$ cat config.mk
export PLATFORM = sky130hd
export DESIGN_NAME = rc_stick_command_decoder_unit_flat
export DESIGN_NICKNAME = d
export VERILOG_FILES = /design/src/hw/rtl/rcsd_pkg.sv /design/src/hw/rtl/rcsd_if.sv /design/src/hw/rtl/rcsd_decode.sv /design/src/hw/rtl/rc_stick_command_decoder_unit.sv /design/src/flat_wrapper.sv
export SDC_FILE = /design/constraint.sdc
export NUM_CORES = 1
export LEC_CHECK = 0
export BUFFER_PORTS_ARGS = -buffer_cell sky130_fd_sc_hd__buf_2
export CAP_MARGIN = 0
export CELL_PAD_IN_SITES_DETAIL_PLACEMENT = 0
export CELL_PAD_IN_SITES_GLOBAL_PLACEMENT = 1
export CORE_AREA = 4 4 137 139
export DETAILED_ROUTE_END_ITERATION = 8
export DIE_AREA = 0 0 141 143
export PLACE_DENSITY = 0.89
export SYNTH_ARGS = -nofsm -noshare
export SYNTH_HDL_FRONTEND = slang
export SYNTH_SLANG_ARGS = --single-unit
$ cat constraint.sdc
create_clock -name clk -period 8.2 [get_ports clk]
set_input_delay 1.23 -clock clk [delete_from_list [all_inputs] [get_ports clk]]
set_output_delay 1.23 -clock clk [all_outputs]
set_load 0.01 [all_outputs]
$ cat src/hw/rtl/rcsd_pkg.sv
// ----------------------------------------------------------------------------
// rcsd_pkg: shared types and constants of the rc stick command decoder
// Stick codes, command patterns, action codes, register indexes and the
// frame, result, configuration and hold-state structures.
// ----------------------------------------------------------------------------
package rcsd_pkg;

	// stick classification codes: {above min, below max}
	localparam logic [1:0] CODE_LO = 2'b01;
	localparam logic [1:0] CODE_CE = 2'b11;
	localparam logic [1:0] CODE_HI = 2'b10;

	// command patterns: {throttle, yaw, pitch, roll}
	localparam logic [7:0] PAT_DISARM    = {CODE_LO, CODE_LO, CODE_CE, CODE_CE};
	localparam logic [7:0] PAT_GYRO_CAL  = {CODE_LO, CODE_LO, CODE_LO, CODE_CE};
	localparam logic [7:0] PAT_PROFILE_0 = {CODE_LO, CODE_LO, CODE_CE, CODE_LO};
	localparam logic [7:0] PAT_PROFILE_1 = {CODE_LO, CODE_LO, CODE_HI, CODE_CE};
	localparam logic [7:0] PAT_PROFILE_2 = {CODE_LO, CODE_LO, CODE_CE, CODE_HI};
	localparam logic [7:0] PAT_SAVE      = {CODE_LO, CODE_LO, CODE_LO, CODE_HI};
	localparam logic [7:0] PAT_ARM       = {CODE_LO, CODE_HI, CODE_CE, CODE_CE};
	localparam logic [7:0] PAT_ACC_CAL   = {CODE_HI, CODE_LO, CODE_LO, CODE_CE};
	localparam logic [7:0] PAT_MAG_CAL   = {CODE_HI, CODE_HI, CODE_LO, CODE_CE};
	localparam logic [7:0] PAT_TRIM_PDN  = {CODE_HI, CODE_CE, CODE_HI, CODE_CE};
	localparam logic [7:0] PAT_TRIM_PUP  = {CODE_HI, CODE_CE, CODE_LO, CODE_CE};
	localparam logic [7:0] PAT_TRIM_RDN  = {CODE_HI, CODE_CE, CODE_CE, CODE_HI};
	localparam logic [7:0] PAT_TRIM_RUP  = {CODE_HI, CODE_CE, CODE_CE, CODE_LO};

	// switch actions
	localparam logic [1:0] SW_NONE   = 2'd0;
	localparam logic [1:0] SW_ARM    = 2'd1;
	localparam logic [1:0] SW_DISARM = 2'd2;

	// stick actions
	localparam logic [3:0] ACT_NONE      = 4'd0;
	localparam logic [3:0] ACT_ARM       = 4'd1;
	localparam logic [3:0] ACT_DISARM    = 4'd2;
	localparam logic [3:0] ACT_BEEP      = 4'd3;
	localparam logic [3:0] ACT_GYRO_CAL  = 4'd4;
	localparam logic [3:0] ACT_PROFILE   = 4'd5;
	localparam logic [3:0] ACT_SAVE      = 4'd6;
	localparam logic [3:0] ACT_ACC_CAL   = 4'd7;
	localparam logic [3:0] ACT_MAG_CAL   = 4'd8;
	localparam logic [3:0] ACT_TRIM      = 4'd9;

	// trim step and hold counter reload after a trim
	localparam logic signed [2:0] TRIM_STEP_POS = 3'sd2;
	localparam logic signed [2:0] TRIM_STEP_NEG = -3'sd2;
	localparam logic [7:0]        TRIM_RELOAD   = 8'd10;

	// configuration register indexes
	localparam int unsigned CFG_IDX_W = 3;
	localparam int unsigned CFG_DATA_W = 12;
	localparam logic [CFG_IDX_W-1:0] REG_MIN_CHECK   = 3'd0;
	localparam logic [CFG_IDX_W-1:0] REG_MAX_CHECK   = 3'd1;
	localparam logic [CFG_IDX_W-1:0] REG_MID_VALUE   = 3'd2;
	localparam logic [CFG_IDX_W-1:0] REG_DEADBAND_3D = 3'd3;
	localparam logic [CFG_IDX_W-1:0] REG_MODE_3D     = 3'd4;
	localparam logic [CFG_IDX_W-1:0] REG_STICKS_ARM  = 3'd5;
	localparam logic [CFG_IDX_W-1:0] REG_KILL_SWITCH = 3'd6;

	typedef struct packed {
		logic [11:0] min_check;
		logic [11:0] max_check;
		logic [11:0] mid_value;
		logic [9:0]  deadband_3d;
		logic        mode_3d;
		logic        sticks_arm;
		logic        kill_switch;
	} cfg_t;

	typedef struct packed {
		logic [11:0] roll_value;
		logic [11:0] pitch_value;
		logic [11:0] yaw_value;
		logic [11:0] throttle_value;
		logic        arm_switch_on;
		logic        is_armed;
		logic        arm_allowed;
		logic        rx_signal_ok;
		logic        failsafe_on;
	} frame_t;

	typedef struct packed {
		logic [1:0]        switch_action;
		logic [3:0]        stick_action;
		logic [1:0]        profile_index;
		logic signed [2:0] trim_roll_delta;
		logic signed [2:0] trim_pitch_delta;
	} result_t;

	// pattern and hold counter carried from frame to frame
	typedef struct packed {
		logic [7:0] pattern;
		logic [7:0] count;
	} hold_state_t;

endpackage

$ cat src/hw/rtl/rcsd_if.sv
// ----------------------------------------------------------------------------
// rcsd_if: handshake channels of the rc stick command decoder
// Frame channel into the block and result channel out of it, each with
// valid, ready and the word's fields.
// ----------------------------------------------------------------------------
interface rcsd_frame_if;
	logic        valid;
	logic        ready;
	logic [11:0] roll_value;
	logic [11:0] pitch_value;
	logic [11:0] yaw_value;
	logic [11:0] throttle_value;
	logic        arm_switch_on;
	logic        is_armed;
	logic        arm_allowed;
	logic        rx_signal_ok;
	logic        failsafe_on;

	modport source (
		output valid, roll_value, pitch_value, yaw_value, throttle_value,
		output arm_switch_on, is_armed, arm_allowed, rx_signal_ok, failsafe_on,
		input  ready
	);
	modport sink (
		input  valid, roll_value, pitch_value, yaw_value, throttle_value,
		input  arm_switch_on, is_armed, arm_allowed, rx_signal_ok, failsafe_on,
		output ready
	);
endinterface

interface rcsd_result_if;
	logic              valid;
	logic              ready;
	logic [1:0]        switch_action;
	logic [3:0]        stick_action;
	logic [1:0]        profile_index;
	logic signed [2:0] trim_roll_delta;
	logic signed [2:0] trim_pitch_delta;

	modport source (
		output valid, switch_action, stick_action, profile_index,
		output trim_roll_delta, trim_pitch_delta,
		input  ready
	);
	modport sink (
		input  valid, switch_action, stick_action, profile_index,
		input  trim_roll_delta, trim_pitch_delta,
		output ready
	);
endinterface

$ cat src/hw/rtl/rcsd_decode.sv
// ----------------------------------------------------------------------------
// rcsd_decode: per-frame decode logic
// Classifies the sticks, advances the hold counter, decides the switch
// request and the stick command, and returns the next hold state.
// ----------------------------------------------------------------------------
module rcsd_decode #(
	parameter int FIRE_COUNT = 20,
	parameter int COUNT_CAP  = 250
) (
	input  rcsd_pkg::cfg_t        cfg,
	input  rcsd_pkg::frame_t      frame,
	input  rcsd_pkg::hold_state_t hold_cur,
	output rcsd_pkg::result_t     result,
	output rcsd_pkg::hold_state_t hold_nxt
);

	localparam logic [7:0] FIRE_VAL = 8'(FIRE_COUNT);
	localparam logic [7:0] CAP_VAL  = 8'(COUNT_CAP);

	logic [7:0]         pat;
	logic [7:0]         cnt;
	logic               armed;
	logic               thr_low;
	logic signed [13:0] thr_s;
	logic signed [13:0] band_lo;
	logic signed [13:0] band_hi;

	function automatic logic [1:0] stick_code(input logic [11:0] v, input rcsd_pkg::cfg_t c);
		stick_code = {v > c.min_check, v < c.max_check};
	endfunction

	// throttle-low detection, 3d band is open on both ends
	always_comb begin
		thr_s   = $signed({2'b00, frame.throttle_value});
		band_lo = $signed({2'b00, cfg.mid_value}) - $signed({4'b0000, cfg.deadband_3d});
		band_hi = $signed({2'b00, cfg.mid_value}) + $signed({4'b0000, cfg.deadband_3d});
		if (cfg.mode_3d) begin
			thr_low = (thr_s > band_lo) && (thr_s < band_hi);
		end else begin
			thr_low = frame.throttle_value < cfg.min_check;
		end
	end

	// pattern, hold counter, switch request and stick command
	always_comb begin
		pat = {stick_code(frame.throttle_value, cfg), stick_code(frame.yaw_value, cfg),
			stick_code(frame.pitch_value, cfg), stick_code(frame.roll_value, cfg)};

		if (pat == hold_cur.pattern) begin
			cnt = (hold_cur.count < CAP_VAL) ? hold_cur.count + 8'd1 : hold_cur.count;
		end else begin
			cnt = 8'd0;
		end

		result.switch_action    = rcsd_pkg::SW_NONE;
		result.stick_action     = rcsd_pkg::ACT_NONE;
		result.profile_index    = 2'd0;
		result.trim_roll_delta  = 3'sd0;
		result.trim_pitch_delta = 3'sd0;
		armed = frame.is_armed;

		// switch arming, seen by the stick commands of the same frame
		if (!cfg.sticks_arm) begin
			if (frame.arm_switch_on) begin
				if (thr_low && frame.arm_allowed) begin
					result.switch_action = rcsd_pkg::SW_ARM;
					armed = 1'b1;
				end
			end else if (armed && frame.rx_signal_ok && !frame.failsafe_on) begin
				if (cfg.kill_switch || thr_low) begin
					result.switch_action = rcsd_pkg::SW_DISARM;
					armed = 1'b0;
				end
			end
		end

		// combinations fire at the fire count; trims and beep reload and repeat
		if (cnt == FIRE_VAL) begin
			if (cfg.sticks_arm && pat == rcsd_pkg::PAT_DISARM) begin
				if (armed) begin
					result.stick_action = rcsd_pkg::ACT_DISARM;
				end else begin
					result.stick_action = rcsd_pkg::ACT_BEEP;
					cnt = 8'd0;
				end
			end else if (!armed) begin
				case (pat)
					rcsd_pkg::PAT_GYRO_CAL: result.stick_action = rcsd_pkg::ACT_GYRO_CAL;
					rcsd_pkg::PAT_PROFILE_0: begin
						result.stick_action  = rcsd_pkg::ACT_PROFILE;
						result.profile_index = 2'd0;
					end
					rcsd_pkg::PAT_PROFILE_1: begin
						result.stick_action  = rcsd_pkg::ACT_PROFILE;
						result.profile_index = 2'd1;
					end
					rcsd_pkg::PAT_PROFILE_2: begin
						result.stick_action  = rcsd_pkg::ACT_PROFILE;
						result.profile_index = 2'd2;
					end
					rcsd_pkg::PAT_SAVE: result.stick_action = rcsd_pkg::ACT_SAVE;
					rcsd_pkg::PAT_ARM: begin
						if (cfg.sticks_arm) begin
							result.stick_action = rcsd_pkg::ACT_ARM;
						end
					end
					rcsd_pkg::PAT_ACC_CAL: result.stick_action = rcsd_pkg::ACT_ACC_CAL;
					rcsd_pkg::PAT_MAG_CAL: result.stick_action = rcsd_pkg::ACT_MAG_CAL;
					rcsd_pkg::PAT_TRIM_PDN: begin
						result.stick_action     = rcsd_pkg::ACT_TRIM;
						result.trim_pitch_delta = rcsd_pkg::TRIM_STEP_NEG;
						cnt = rcsd_pkg::TRIM_RELOAD;
					end
					rcsd_pkg::PAT_TRIM_PUP: begin
						result.stick_action     = rcsd_pkg::ACT_TRIM;
						result.trim_pitch_delta = rcsd_pkg::TRIM_STEP_POS;
						cnt = rcsd_pkg::TRIM_RELOAD;
					end
					rcsd_pkg::PAT_TRIM_RDN: begin
						result.stick_action    = rcsd_pkg::ACT_TRIM;
						result.trim_roll_delta = rcsd_pkg::TRIM_STEP_NEG;
						cnt = rcsd_pkg::TRIM_RELOAD;
					end
					rcsd_pkg::PAT_TRIM_RUP: begin
						result.stick_action    = rcsd_pkg::ACT_TRIM;
						result.trim_roll_delta = rcsd_pkg::TRIM_STEP_POS;
						cnt = rcsd_pkg::TRIM_RELOAD;
					end
					default: result.stick_action = rcsd_pkg::ACT_NONE;
				endcase
			end
		end

		hold_nxt.pattern = pat;
		hold_nxt.count   = cnt;
	end

endmodule

$ cat src/hw/rtl/rc_stick_command_decoder_unit.sv
// ----------------------------------------------------------------------------
// rc_stick_command_decoder_unit: rc stick command decoder, top level
// Input register, single-pass decode, output register and config registers.
// ----------------------------------------------------------------------------
// One radio frame per clock unless the result channel stalls: a frame word is
// taken into the input register, decoded from there and written to the output
// register, which offers its result word. The frame-to-frame pattern and hold
// counter update with that register write, which sets the rate at one word per
// cycle. The output register parts the two channels: a new frame is taken into
// an empty input register while a finished result still waits. The user must
// write configuration through cfg_wr_en/cfg_index/cfg_data only while no frame
// is in flight (not enforced); indexes past the last register are ignored.
module rc_stick_command_decoder_unit #(
	parameter int FIRE_COUNT = 20,
	parameter int COUNT_CAP  = 250
) (
	input  logic                                   clk,
	input  logic                                   arst_n,
	rcsd_frame_if.sink                             frame_in,
	rcsd_result_if.source                          result_out,
	input  logic                                   cfg_wr_en,
	input  logic [rcsd_pkg::CFG_IDX_W-1:0]         cfg_index,
	input  logic [rcsd_pkg::CFG_DATA_W-1:0]        cfg_data
);

	rcsd_pkg::cfg_t        cfg_q;
	rcsd_pkg::frame_t      frame_s1;
	logic                  valid_s1;
	rcsd_pkg::result_t     result_q;
	logic                  out_valid_q;
	rcsd_pkg::hold_state_t hold_q;
	rcsd_pkg::hold_state_t hold_d;
	rcsd_pkg::result_t     result_d;
	logic                  advance;
	logic                  in_ready;

	assign advance  = valid_s1 && (!out_valid_q || result_out.ready);
	assign in_ready = !valid_s1 || advance;
	assign frame_in.ready = in_ready;

	// configuration registers
	always_ff @(posedge clk or negedge arst_n) begin
		if (!arst_n) begin
			cfg_q.min_check   <= 12'd1100;
			cfg_q.max_check   <= 12'd1900;
			cfg_q.mid_value   <= 12'd1500;
			cfg_q.deadband_3d <= 10'd50;
			cfg_q.mode_3d     <= 1'b0;
			cfg_q.sticks_arm  <= 1'b1;
			cfg_q.kill_switch <= 1'b0;
		end else if (cfg_wr_en) begin
			case (cfg_index)
				rcsd_pkg::REG_MIN_CHECK:   cfg_q.min_check   <= cfg_data[11:0];
				rcsd_pkg::REG_MAX_CHECK:   cfg_q.max_check   <= cfg_data[11:0];
				rcsd_pkg::REG_MID_VALUE:   cfg_q.mid_value   <= cfg_data[11:0];
				rcsd_pkg::REG_DEADBAND_3D: cfg_q.deadband_3d <= cfg_data[9:0];
				rcsd_pkg::REG_MODE_3D:     cfg_q.mode_3d     <= cfg_data[0];
				rcsd_pkg::REG_STICKS_ARM:  cfg_q.sticks_arm  <= cfg_data[0];
				rcsd_pkg::REG_KILL_SWITCH: cfg_q.kill_switch <= cfg_data[0];
				default: ;
			endcase
		end
	end

	// input register control
	always_ff @(posedge clk or negedge arst_n) begin
		if (!arst_n) begin
			valid_s1 <= 1'b0;
		end else if (in_ready) begin
			valid_s1 <= frame_in.valid;
		end
	end

	// input register payload
	always_ff @(posedge clk) begin
		if (in_ready && frame_in.valid) begin
			frame_s1.roll_value     <= frame_in.roll_value;
			frame_s1.pitch_value    <= frame_in.pitch_value;
			frame_s1.yaw_value      <= frame_in.yaw_value;
			frame_s1.throttle_value <= frame_in.throttle_value;
			frame_s1.arm_switch_on  <= frame_in.arm_switch_on;
			frame_s1.is_armed       <= frame_in.is_armed;
			frame_s1.arm_allowed    <= frame_in.arm_allowed;
			frame_s1.rx_signal_ok   <= frame_in.rx_signal_ok;
			frame_s1.failsafe_on    <= frame_in.failsafe_on;
		end
	end

	rcsd_decode #(
		.FIRE_COUNT (FIRE_COUNT),
		.COUNT_CAP  (COUNT_CAP)
	) u_decode (
		.cfg      (cfg_q),
		.frame    (frame_s1),
		.hold_cur (hold_q),
		.result   (result_d),
		.hold_nxt (hold_d)
	);

	// hold state and output register control
	always_ff @(posedge clk or negedge arst_n) begin
		if (!arst_n) begin
			hold_q      <= '0;
			out_valid_q <= 1'b0;
		end else begin
			if (advance) begin
				hold_q <= hold_d;
			end
			if (advance) begin
				out_valid_q <= 1'b1;
			end else if (result_out.ready) begin
				out_valid_q <= 1'b0;
			end
		end
	end

	// output register payload
	always_ff @(posedge clk) begin
		if (advance) begin
			result_q <= result_d;
		end
	end

	assign result_out.valid            = out_valid_q;
	assign result_out.switch_action    = result_q.switch_action;
	assign result_out.stick_action     = result_q.stick_action;
	assign result_out.profile_index    = result_q.profile_index;
	assign result_out.trim_roll_delta  = result_q.trim_roll_delta;
	assign result_out.trim_pitch_delta = result_q.trim_pitch_delta;

	// hold counter stays within its cap
	a_hold_cap: assert property (@(posedge clk) disable iff (!arst_n)
		hold_q.count <= 8'(COUNT_CAP))
		else $error("hold counter above cap");

	// a trim command reloads the hold counter
	a_trim_reload: assert property (@(posedge clk) disable iff (!arst_n)
		(advance && result_d.stick_action == rcsd_pkg::ACT_TRIM)
		|=> hold_q.count == rcsd_pkg::TRIM_RELOAD)
		else $error("trim did not reload hold counter");

	// trim deltas only accompany a trim command
	a_trim_only: assert property (@(posedge clk) disable iff (!arst_n)
		(out_valid_q && result_q.stick_action != rcsd_pkg::ACT_TRIM)
		|-> (result_q.trim_roll_delta == 3'sd0 && result_q.trim_pitch_delta == 3'sd0))
		else $error("trim delta without trim command");

	// a held result is not overwritten while stalled
	a_out_hold: assert property (@(posedge clk) disable iff (!arst_n)
		(out_valid_q && !result_out.ready) |=> (out_valid_q && $stable(result_q)))
		else $error("stalled result changed");

endmodule
$ cat src/flat_wrapper.sv
// flat-port wrapper written by rule: the top's interface ports become plain ports
module rc_stick_command_decoder_unit_flat 
#(
	parameter int FIRE_COUNT = 20,
	parameter int COUNT_CAP  = 250
)
  (clk, arst_n, cfg_wr_en, cfg_index, cfg_data, frame_in_valid, frame_in_roll_value, frame_in_pitch_value, frame_in_yaw_value, frame_in_throttle_value, frame_in_arm_switch_on, frame_in_is_armed, frame_in_arm_allowed, frame_in_rx_signal_ok, frame_in_failsafe_on, frame_in_ready, result_out_valid, result_out_switch_action, result_out_stick_action, result_out_profile_index, result_out_trim_roll_delta, result_out_trim_pitch_delta, result_out_ready);
  rcsd_frame_if frame_in_i ();
  rcsd_result_if result_out_i ();
  input  logic clk;
  input  logic arst_n;
  input  logic cfg_wr_en;
  input  logic [rcsd_pkg::CFG_IDX_W-1:0] cfg_index;
  input  logic [rcsd_pkg::CFG_DATA_W-1:0] cfg_data;
  input wire logic [$bits(frame_in_i.valid)-1:0] frame_in_valid;
  input wire logic [$bits(frame_in_i.roll_value)-1:0] frame_in_roll_value;
  input wire logic [$bits(frame_in_i.pitch_value)-1:0] frame_in_pitch_value;
  input wire logic [$bits(frame_in_i.yaw_value)-1:0] frame_in_yaw_value;
  input wire logic [$bits(frame_in_i.throttle_value)-1:0] frame_in_throttle_value;
  input wire logic [$bits(frame_in_i.arm_switch_on)-1:0] frame_in_arm_switch_on;
  input wire logic [$bits(frame_in_i.is_armed)-1:0] frame_in_is_armed;
  input wire logic [$bits(frame_in_i.arm_allowed)-1:0] frame_in_arm_allowed;
  input wire logic [$bits(frame_in_i.rx_signal_ok)-1:0] frame_in_rx_signal_ok;
  input wire logic [$bits(frame_in_i.failsafe_on)-1:0] frame_in_failsafe_on;
  output wire logic [$bits(frame_in_i.ready)-1:0] frame_in_ready;
  output wire logic [$bits(result_out_i.valid)-1:0] result_out_valid;
  output wire logic [$bits(result_out_i.switch_action)-1:0] result_out_switch_action;
  output wire logic [$bits(result_out_i.stick_action)-1:0] result_out_stick_action;
  output wire logic [$bits(result_out_i.profile_index)-1:0] result_out_profile_index;
  output wire logic [$bits(result_out_i.trim_roll_delta)-1:0] result_out_trim_roll_delta;
  output wire logic [$bits(result_out_i.trim_pitch_delta)-1:0] result_out_trim_pitch_delta;
  input wire logic [$bits(result_out_i.ready)-1:0] result_out_ready;
  assign frame_in_i.valid = frame_in_valid;
  assign frame_in_i.roll_value = frame_in_roll_value;
  assign frame_in_i.pitch_value = frame_in_pitch_value;
  assign frame_in_i.yaw_value = frame_in_yaw_value;
  assign frame_in_i.throttle_value = frame_in_throttle_value;
  assign frame_in_i.arm_switch_on = frame_in_arm_switch_on;
  assign frame_in_i.is_armed = frame_in_is_armed;
  assign frame_in_i.arm_allowed = frame_in_arm_allowed;
  assign frame_in_i.rx_signal_ok = frame_in_rx_signal_ok;
  assign frame_in_i.failsafe_on = frame_in_failsafe_on;
  assign frame_in_ready = frame_in_i.ready;
  assign result_out_valid = result_out_i.valid;
  assign result_out_switch_action = result_out_i.switch_action;
  assign result_out_stick_action = result_out_i.stick_action;
  assign result_out_profile_index = result_out_i.profile_index;
  assign result_out_trim_roll_delta = result_out_i.trim_roll_delta;
  assign result_out_trim_pitch_delta = result_out_i.trim_pitch_delta;
  assign result_out_i.ready = result_out_ready;
  rc_stick_command_decoder_unit #(.FIRE_COUNT(FIRE_COUNT), .COUNT_CAP(COUNT_CAP)) u_core (.clk(clk), .arst_n(arst_n), .frame_in(frame_in_i), .result_out(result_out_i), .cfg_wr_en(cfg_wr_en), .cfg_index(cfg_index), .cfg_data(cfg_data));
endmodule
# ---- After elaboration in Yosys (flattened, before gate mapping)
# Cells that the tools add are included.
dict set report word_totals {
  regBits 134
  input_bits 73
  output_inout_bits 16
  elab_cells 114
}
dict set report classes {
  add_sub_neg 3
  order_cmp 12
  n_eq_ne 21
  n_mux 27
  n_bitwise 1
  reduce_logical 25
}
# operator n
set ops {}
lappend ops {{$lt 12x12->1} 5}
lappend ops {{$eq 8x7->1 const B} 7}
lappend ops {{$mux 8} 7}
lappend ops {{$eq 8x8->1 const B} 6}
lappend ops {{$gt 12x12->1} 4}
lappend ops {{$pmux 4 s7} 1}
lappend ops {{$gt 13x14->1} 1}
lappend ops {{$reduce_and 2->1} 7}
lappend ops {{$add 12x10->13} 1}
lappend ops {{$lt 12x13->1} 1}
lappend ops {{$sub 12x10->13} 1}
lappend ops {{$mux 12} 1}
lappend ops {{$pmux 3 s2} 2}
lappend ops {{$mux 1} 11}
lappend ops {{$eq 3x3->1 const B} 3}
lappend ops {{$add 8x1->8 const B} 1}
lappend ops {{$eq 8x5->1 const B} 1}
lappend ops {{$eq 8x8->1} 1}
lappend ops {{$lt 8x8->1 const B} 1}
lappend ops {{$logic_and 1x1->1} 7}
lappend ops {{$eq 3x2->1 const B} 2}
lappend ops {{$mux 2} 3}
lappend ops {{$reduce_or 3->1} 2}
lappend ops {{$mux 4} 1}
lappend ops {{other kinds (8)} 12}

# ---- Logic depth before layout (Yosys ltp)
# Gate-level depths: netlist of the first run.
dict set report logic_depth {
  word_depth 12
  mapped_depth 24
}

# ---- Hierarchy
# From an unflattened synthesis of the first run, not the netlist that was laid out.
dict set report hier_totals {
  cells_unflattened 820
  area_unflattened_um2 9026.2
}
# module instances cells_each area_each_um2
set modules_own_cells {}
lappend modules_own_cells {rc_stick_command_decoder_unit 1 220 4626.9}
lappend modules_own_cells {rcsd_decode 1 600 4399.2}

# ---- Worst setup path after synthesis of the first run
# Ideal clock, no wire load.
dict set report synth_timing {
  path_type {register -> register}
  from {register u_core.cfg_q[4] in the netlist's numbering}
  to {register u_core.result_q (netlist bit u_core.result_out.trim_roll_delta[1]) (data pin)}
  setup_ns 0.175
  arrival_time_ns 4.725
  t_required_ns 8.025
  slack_ns 3.300
  stages_incl_launch_ff 25
  cell_sequence {dfstp_2 -> inv_1 -> ha_1 -> nor2b_1 -> o21ai_0 -> a21oi_1 -> o21ai_0 -> a21oi_1 -> o21ai_0 -> nand2b_1 -> a21o_1 -> a21oi_1 -> xnor2_1 -> ha_1 -> nand4_1 -> or4_1 -> nand2_1 -> a2bb2oi_1 -> o31ai_1 -> a31oi_1 -> o211ai_1 -> or3_1 -> buf_2 -> nor3_1 -> nor4bb_1}
}
dict set report synth_between {
  elab_chain_cells 10
}
# element line_no
set synth_lines {}
lappend synth_lines {{start: declaration} rc_stick_command_decoder_unit.sv:26} ;# rcsd_pkg::cfg_t cfg_q;
lappend synth_lines {{$sub 12x10->13 or $add 12x10->13 (tied branches)} {rcsd_decode.sv:35, rcsd_decode.sv:36}}
lappend synth_lines {{$gt 13x14->1 or $lt 12x13->1 (tied branches)} rcsd_decode.sv:38} ;# thr_low = (thr_s > band_lo) && (thr_s < band_hi);
lappend synth_lines {{$logic_and 1x1->1 *} rcsd_decode.sv:38}
lappend synth_lines {{$mux 1 *} rcsd_decode.sv:37} ;# if (cfg.mode_3d) begin
lappend synth_lines {{$logic_or 1x1->1} rcsd_decode.sv:70} ;# if (cfg.kill_switch || thr_low) begin
lappend synth_lines {{$mux 1} rcsd_decode.sv:70}
lappend synth_lines {{$mux 1} rcsd_decode.sv:69} ;# end else if (armed && frame.rx_signal_ok && !frame.failsafe_on) begin
lappend synth_lines {{$mux 1 *} rcsd_decode.sv:64} ;# if (frame.arm_switch_on) begin
lappend synth_lines {{$mux 1 *} rcsd_decode.sv:63} ;# if (!cfg.sticks_arm) begin
lappend synth_lines {{$reduce_or 3->1 (no source line) *} n/a}
lappend synth_lines {{end signal: assignment} rc_stick_command_decoder_unit.sv:120} ;# result_q <= result_d;
lappend synth_lines {{end: declaration} rc_stick_command_decoder_unit.sv:29} ;# rcsd_pkg::result_t result_q;
# Every way passes the cells marked *; elsewhere a longest branch is shown, timed or not.
# A chain may end at the register's enable or synchronous reset.

# ---- Worst setup path after layout of the first run
# Ends and elaborated chain as after synthesis.

==> impl_metrics.yaml, run 1 <==
clock_tree:
  clock_latency_ns: 0.42
  clkTransAtPathRegs_ns: 0.06
  clock_path_buffers: 2
  h-tree-depth: 4
  postCtsSetupRepairBufs: 0
  cts_num_sinks: 132
  cts_buffers: 17
  tritoncts: "yes"
  cts_root_buf: "clkbuf_16"
  cts_resized: 0
  cts_hold_buf: 0
global_routing:
  grt_overflow: 0
  track_usage_pct: 21.3
  grt_pass1_wl_um: 33900
  grt_pass1_vias: 6731
  grt_max_degree: 68
  antenna_found_initial: 0
setup_path:
  crit_chain: "inv_1 > ha_1 > nor2b_1 > o21ai_0 > a21oi_1 > o21ai_0 > a21oi_1 > o21ai_0 > nand2b_1 > a21o_1 > a21oi_1 > xnor2_1 > ha_1 > nand4_1 > or4_1 > nand2_1 > a2bb2oi_1 > o31ai_1 > a31oi_1 > o211ai_1 > or3_1 > nor3_1 > nor4bb_1"
  crit_type: "flip-flop to flip-flop"
  crit_required_ns: 8.44
  path_delay_family: "compound AO/OA/AOI/OAI gates"
  crit_fanout: 10
  cp-end-kind: "flip-flop"
  cp-start-kind: "flip-flop"
  path_buf_inv: 1
  cpMaxStageDelayCell: "dfstp_2"
  cp_data_arrival_time_ns: 5.88
  cpPeakStageDelay_ns: 0.57
sta:
  hold_slack_ns: 0.503
  hold_viol: 0
  finalCritPeriodShare_pct: 68.7
  timing.fmax_ghz: 0.178
  setup_viol: 0
  fin_skew_ns: 0.00759
  slew_headroom_pct: 19.9
  tns_ns: 0
  grt_setup_unrepaired: "false"
  slew_violations: 0
  fin_crit_ns: 5.63
  worstMarginPinSlew_ns: 1.20
cells_and_area:
  multiInputGateArea_mm2: 0.00483
  nFillCells: 1521
  nNetsFinal: 1160
  sequential_cell_area_mm2: 0.00366
  drive_above_1_share_pct: 18.9
  final_cell_mix: "136 x ha_1, 93 x nand2_1, 86 x buf_2"
  final_cells: 1191
  area_delta_synth_final_pct: 15.5
  final_common_cell: "ha_1"
  num_antenna_cells: 0
route:
  drtIter0Drc: 417
  drc: 0
  post_drt_wl_per_cell_um: 17.4
  via_per_inst: 5.64
  vias: 6717
  wirelength_um: 20700
  dr.pass1.iters: 6
  ant_nets: 0
power:
  totalPowerFinal_mw: 2.78
  p_per_area_mw_per_mm2: 274
  peakVddDrop_v: 0.000140
  comb_power_share_pct: 36.5
  p_sw_uw: 947
  leakage_nw: 4.42
  clkPwrFrac_pct: 31.9
  swShare_pct: 34.1
  internal_power_mw: 1.83
  seqPwrFrac_pct: 31.6
yosys:
  ys_seq_area_share_pct: 41.6
  yosys.area_share.simple_pct: 14.2
  synth-async-reset-ratio_pct: 50.8
  ys_ff_latch: 132
  synth_area_mm2: 0.00880
  avgSynthCellArea_um2: 10.2
  synth_cells: 862
  yosys_warnings: 0
  synth_top_family_by_area: "adder cells"
  synth_edf_count: 65
  synthAdderAreaFrac_pct: 19.8
  synth_compound_area_share_pct: 15.0
  synth_xor_area_share_pct: 2.39
  synthFlopType: "edfxtp_1"
  synthMuxAreaShare_pct: 3.20
  synth.distinct_cells: 68
outcome:
  status: "complete, no violations"
floorplan:
  core-area_mm2: 0.0177
  die_x_um: 141
  die_area_mm2: 0.0202
  dieHeight_um: 143
  initial_core_util_pct: 49.8
  pin_count: 89
  fp-row-count: 49
placement:
  gp_congestion: 0.903
  dp_hpwl_um: 15700
  dp.cells: 1159
  io_buffers: 86
job:
  drv_cap: 0
worst_hold_path:
  hold_path_class: "flip-flop to flip-flop"
-- sequential cells by signal, indices dropped and copies added, names as in the netlist --
signal	count
u_core.frame_s1	53
u_core.cfg_q	49
u_core.hold_q	16
u_core.result_out.stick_action	4
u_core.result_out.profile_index	2
u_core.result_out.switch_action	2
u_core.result_out.trim_pitch_delta	2
u_core.result_out.trim_roll_delta	2
u_core.result_out.valid	1
u_core.valid_s1	1
-- tightest hold or removal path: stages, from the launching register on --
cell and delay, ns:
dfrtp_1 0.35, nand2_1 0.06, nand2_1 0.06
-- metal layers --
metal	part of all wire [%]	wire [µm]	global-route usage, %	up-vias
li1	-	-	-	3361
met1	46	9440	28.3	3173
met2	48	9970	35.8	152
met3	4.0	819	3.42	31
met4	2.1	435	7.29	0
met5	0	0	0	-
-- power groups by stage --
stage	registers, mW	logic [mW]	clock network [mW]
5_1_grt	0.890	1.17	0.932
3_5_place_dp	0.887	1.00	0
6_report	0.878	1.01	0.888
2_1_floorplan	0.863	0.767	0
4_1_cts	0.877	1.01	0.902
3_3_place_gp	0.884	0.983	0
-- cell type report --
type                       instances  area share, %
clock buffer                      23           5.03
clock inverter                     9           1.82
inverter                          60           2.22
multi-input combinational        647           47.5
sequential                       132           36.0
tap                              229           2.82
timing repair buffer              91           4.61
-- stage by stage --
step | util (%) | setup slack [ns] | cell area [µm²]
floorplan | - | 3.30 | 8800
global placement | 53.6 | 2.85 | 9460
detailed placement | 53.6 | 2.61 | 9460
CTS | 57.5 | 2.58 | 10200
global route | 57.5 | 2.15 | 10200
finish | 57.5 | 2.57 | 10200
-- synth_stat cells (9+ instances only) --
cell        n  area share [%]
a21oi_1    48             2.7
clkbuf_1   19            0.81
dfrtp_1    45              13
dfstp_2    22             6.6
edfxtp_1   65              22
ha_1      136              19
inv_1      59             2.5
mux2_2     25             3.2
nand2_1    93             4.0
nand2b_1   20             1.4
nand3_1    19             1.1
nand4_1    15             1.1
nor2_1     35             1.5
nor3_1     12            0.68
o211ai_1    9            0.77
o21ai_0    71             4.0
xnor2_1    16             1.6
-- final timing paths --
kind / start / to / slack [ns] / depth (start not counted)
setup / recovery: u_core.cfg_q[4] / u_core.result_out.trim_roll_delta[1] / 2.57 / 23
hold reg to reg: u_core.hold_q[13] / u_core.hold_q[13] / 0.50 / 2
max in group asynchronous: arst_n / u_core.hold_q[0] / 6.61 / 2
hold / removal: u_core.hold_q[13] / u_core.hold_q[13] / 0.50 / 2
min in group asynchronous: arst_n / u_core.cfg_q[0] / 1.01 / 2
setup reg to reg: u_core.cfg_q[4] / u_core.result_out.trim_roll_delta[1] / 2.57 / 23
-- logic make-up after synthesis --
kind of cell / after synthesis
compound gates: 208
xor+xnor: 24
fa+ha+maj: 138
buf+inv: 84
flops: 132
mux: 25
other cells: 1
simple gates: 250
Power figures use the tool's default switching activity.
==> inputs of run 2 (changes only) <==
--- a/config.mk
+++ b/config.mk
@@ -5,14 +5,15 @@
 export SDC_FILE = /design/constraint.sdc
 export NUM_CORES = 1
 export LEC_CHECK = 0
+export ABC_AREA = 1
 export BUFFER_PORTS_ARGS = -buffer_cell sky130_fd_sc_hd__buf_2
 export CAP_MARGIN = 0
 export CELL_PAD_IN_SITES_DETAIL_PLACEMENT = 0
 export CELL_PAD_IN_SITES_GLOBAL_PLACEMENT = 1
-export CORE_AREA = 4 4 137 139
+export CORE_AREA = 4 4 146 148
 export DETAILED_ROUTE_END_ITERATION = 8
-export DIE_AREA = 0 0 141 143
-export PLACE_DENSITY = 0.89
+export DIE_AREA = 0 0 150 152
+export PLACE_DENSITY = 0.85
 export SYNTH_ARGS = -nofsm -noshare
 export SYNTH_HDL_FRONTEND = slang
 export SYNTH_SLANG_ARGS = --single-unit
==> constraint.sdc (replaced) <==
create_clock -name clk -period 5.5 [get_ports clk]
set_input_delay 0.825 -clock clk [delete_from_list [all_inputs] [get_ports clk]]
set_output_delay 0.825 -clock clk [all_outputs]
set_load 0.01 [all_outputs]
==> impl_metrics.yaml, run 2 <==
outcome:
  status: "complete, no violations"
sta:
  slew_violations: 0
  grt_setup_unrepaired: "false"
  worstMarginPinSlew_ns: 1.13
  timing.fmax_ghz: 0.253
  finalCritPeriodShare_pct: 71.9
  setup_viol: 0
  finalWorstSetupSlack_ns: 1.54
  hold_viol: 0
  slew_headroom_pct: 24.8
  fin_skew_ns: 0.0101
  tns_ns: 0
  fin_crit_ns: 3.96
clock_tree:
  clock_latency_ns: 0.42
  clock_path_buffers: 2
  cts_buffers: 17
  cts_root_buf: "clkbuf_16"
  cts_resized: 0
  h-tree-depth: 4
  clkTransAtPathRegs_ns: 0.07
  cts_hold_buf: 0
  tritoncts: "yes"
  postCtsSetupRepairBufs: 0
  cts_num_sinks: 132
cells_and_area:
  nNetsFinal: 1372
  area_delta_synth_final_pct: 14.0
  drive_above_1_share_pct: 15.5
  num_antenna_cells: 0
  top_regs: "u_core.frame_s1 (53), u_core.cfg_q (49), u_core.hold_q (16)"
  final_cell_mix: "289 x nand2_1, 143 x inv_1, 136 x ha_1"
  nFillCells: 1971
  final_common_cell: "nand2_1"
  largest_reg_flops: 53
  final_cells: 1444
  regMostFlops: "u_core.frame_s1"
setup_path:
  cp-end-kind: "flip-flop"
  r2r_slack_ns: 1.54
  crit_required_ns: 5.78
  cp-start-kind: "flip-flop"
  crit_path_end: "u_core.result_out.trim_pitch_delta[1]"
  crit_fanout: 7
  cp_data_arrival_time_ns: 4.24
  reg2reg_depth: 20
  reg2reg_from: "u_core.cfg_q[3]"
  rr_endpoint: "u_core.result_out.trim_pitch_delta[1]"
  startpoint: "u_core.cfg_q[3]"
  crit_type: "flip-flop to flip-flop"
global_routing:
  grt_max_degree: 68
  antenna_found_initial: 0
  grt_pass1_wl_um: 34500
  grt_overflow: 0
  grt_pass1_vias: 6950
  track_usage_pct: 19.1
floorplan:
  initial_core_util_pct: 45.3
  core-area_mm2: 0.0200
  fp-row-count: 52
  die_area_mm2: 0.0228
  dieHeight_um: 152
  die_x_um: 150
  pin_count: 89
placement:
  dp_slack_ns: 1.57
  gp_congestion: 0.890
  dp.cells: 1412
  io_buffers: 86
  dp_hpwl_um: 16400
route:
  ant_nets: 0
  via_per_inst: 4.97
  dr.pass1.iters: 7
  drtIter0Drc: 338
  vias: 7183
  wirelength_um: 21000
  drc: 0
  post_drt_wl_per_cell_um: 14.6
yosys:
  ys_top_cells_by_area: "edfxtp_1 21%, ha_1 19%, dfrtp_1 12%"
  synth_common_cells: "289 x nand2_1, 144 x inv_1, 136 x ha_1"
  synthMostInstantiatedCell: "nand2_1"
  yosys_warnings: 0
  ys_seq_area_share_pct: 40.2
  synthFlopType: "edfxtp_1"
  synth_cells: 1072
  avgSynthCellArea_um2: 8.47
  synth_edf_count: 65
  synth-async-reset-ratio_pct: 50.8
  ys_ff_latch: 132
  synth_area_mm2: 0.00908
  yosysTopAreaCell: "edfxtp_1"
  synth_top_area_share_pct: 21.5
  synth.distinct_cells: 51
power:
  leakage_nw: 5.15
  peakVddDrop_v: 0.000219
  p_per_area_mw_per_mm2: 367
job:
  drv_cap: 0
worst_hold_path:
  hold_path_class: "flip-flop to flip-flop"
## run 2: cell count changes after synthesis, sizes merged, moves of 9 or more
cell and delta:
nand2 +205, inv +94, nor2 +39, mux2 -25, nand2b -20, nand3 +19, xnor2 -13, a21oi +11
xor2 +11, clkbuf -9
## run 2: worst min path at each step
stage	startpoint	to	slack (ns)	cells after the start
floorplan	u_core.hold_q[6]	u_core.hold_q[6]	0.45	2
global placement	u_core.cfg_q[36]	u_core.cfg_q[36]	0.47	2
detailed placement	u_core.cfg_q[26]	u_core.cfg_q[26]	0.47	2
CTS	u_core.cfg_q[26]	u_core.cfg_q[26]	0.49	2
global route	u_core.cfg_q[46]	u_core.cfg_q[46]	0.51	2
finish	u_core.cfg_q[45]	u_core.cfg_q[45]	0.48	2
## run 2: through the flow
stage,utilization (%),hold slack [ns],area [µm²],power (mW)
2_1_floorplan,-,0.452,9090,2.35
3_3_place_gp,48.8,0.467,9780,2.67
3_5_place_dp,48.8,0.473,9780,2.70
4_1_cts,51.7,0.488,10400,3.84
5_1_grt,51.7,0.508,10400,4.13
6_report,51.7,0.484,10400,3.80
## run 2: where the power goes
group	total [mW]	internal, mW	switching [mW]
Sequential	1.31	1.21	0.106
Combinational	1.37	0.520	0.846
Clock	1.12	0.647	0.474
## run 2: metal layers
layer / GRT usage, % / vias up / share of wire (%) / routed length, µm
met3: 3.25 / 18 / 4.0 / 836
met1: 26.6 / 3319 / 48 / 10100
met4: 5.45 / 0 / 1.3 / 279
met5: 0 / - / 0 / 0
li1: - / 3730 / - / -
met2: 30.7 / 116 / 47 / 9830
## run 2: worst max-delay path, cell delays in order, from the launching register on
cell,delay [ns]
dfrtp_1,0.40
ha_1,0.23
fa_1,0.41
o21ai_0,0.37
a21oi_1,0.16
o21ai_0,0.31
a31oi_1,0.16
xor2_1,0.17
ha_1,0.29
nand4_1,0.11
o21ai_0,0.18
nor2_1,0.06
nand2_1,0.06
nand2_1,0.04
nand2_1,0.05
nand3_1,0.12
nand3b_1,0.11
nand2_1,0.08
nand2_2,0.19
nand4_2,0.16
nor2_1,0.14
## run 2: cell families after synthesis
logic type,synth area share [%]
simple gates,21.9
fa+ha+maj,19.2
buf+inv,7.30
compound gates,9.20
flops,40.2
other cells,0.0413
xor+xnor,2.12
## run 2: area by class of cell
type	instances	area, µm²	area share [%]
tap	270	338	3.26
multi-input combinational	769	4770	46.0
inverter	154	578	5.58
timing repair buffer	87	438	4.23
sequential	132	3660	35.3
clock inverter	14	140	1.35
clock buffer	18	439	4.24
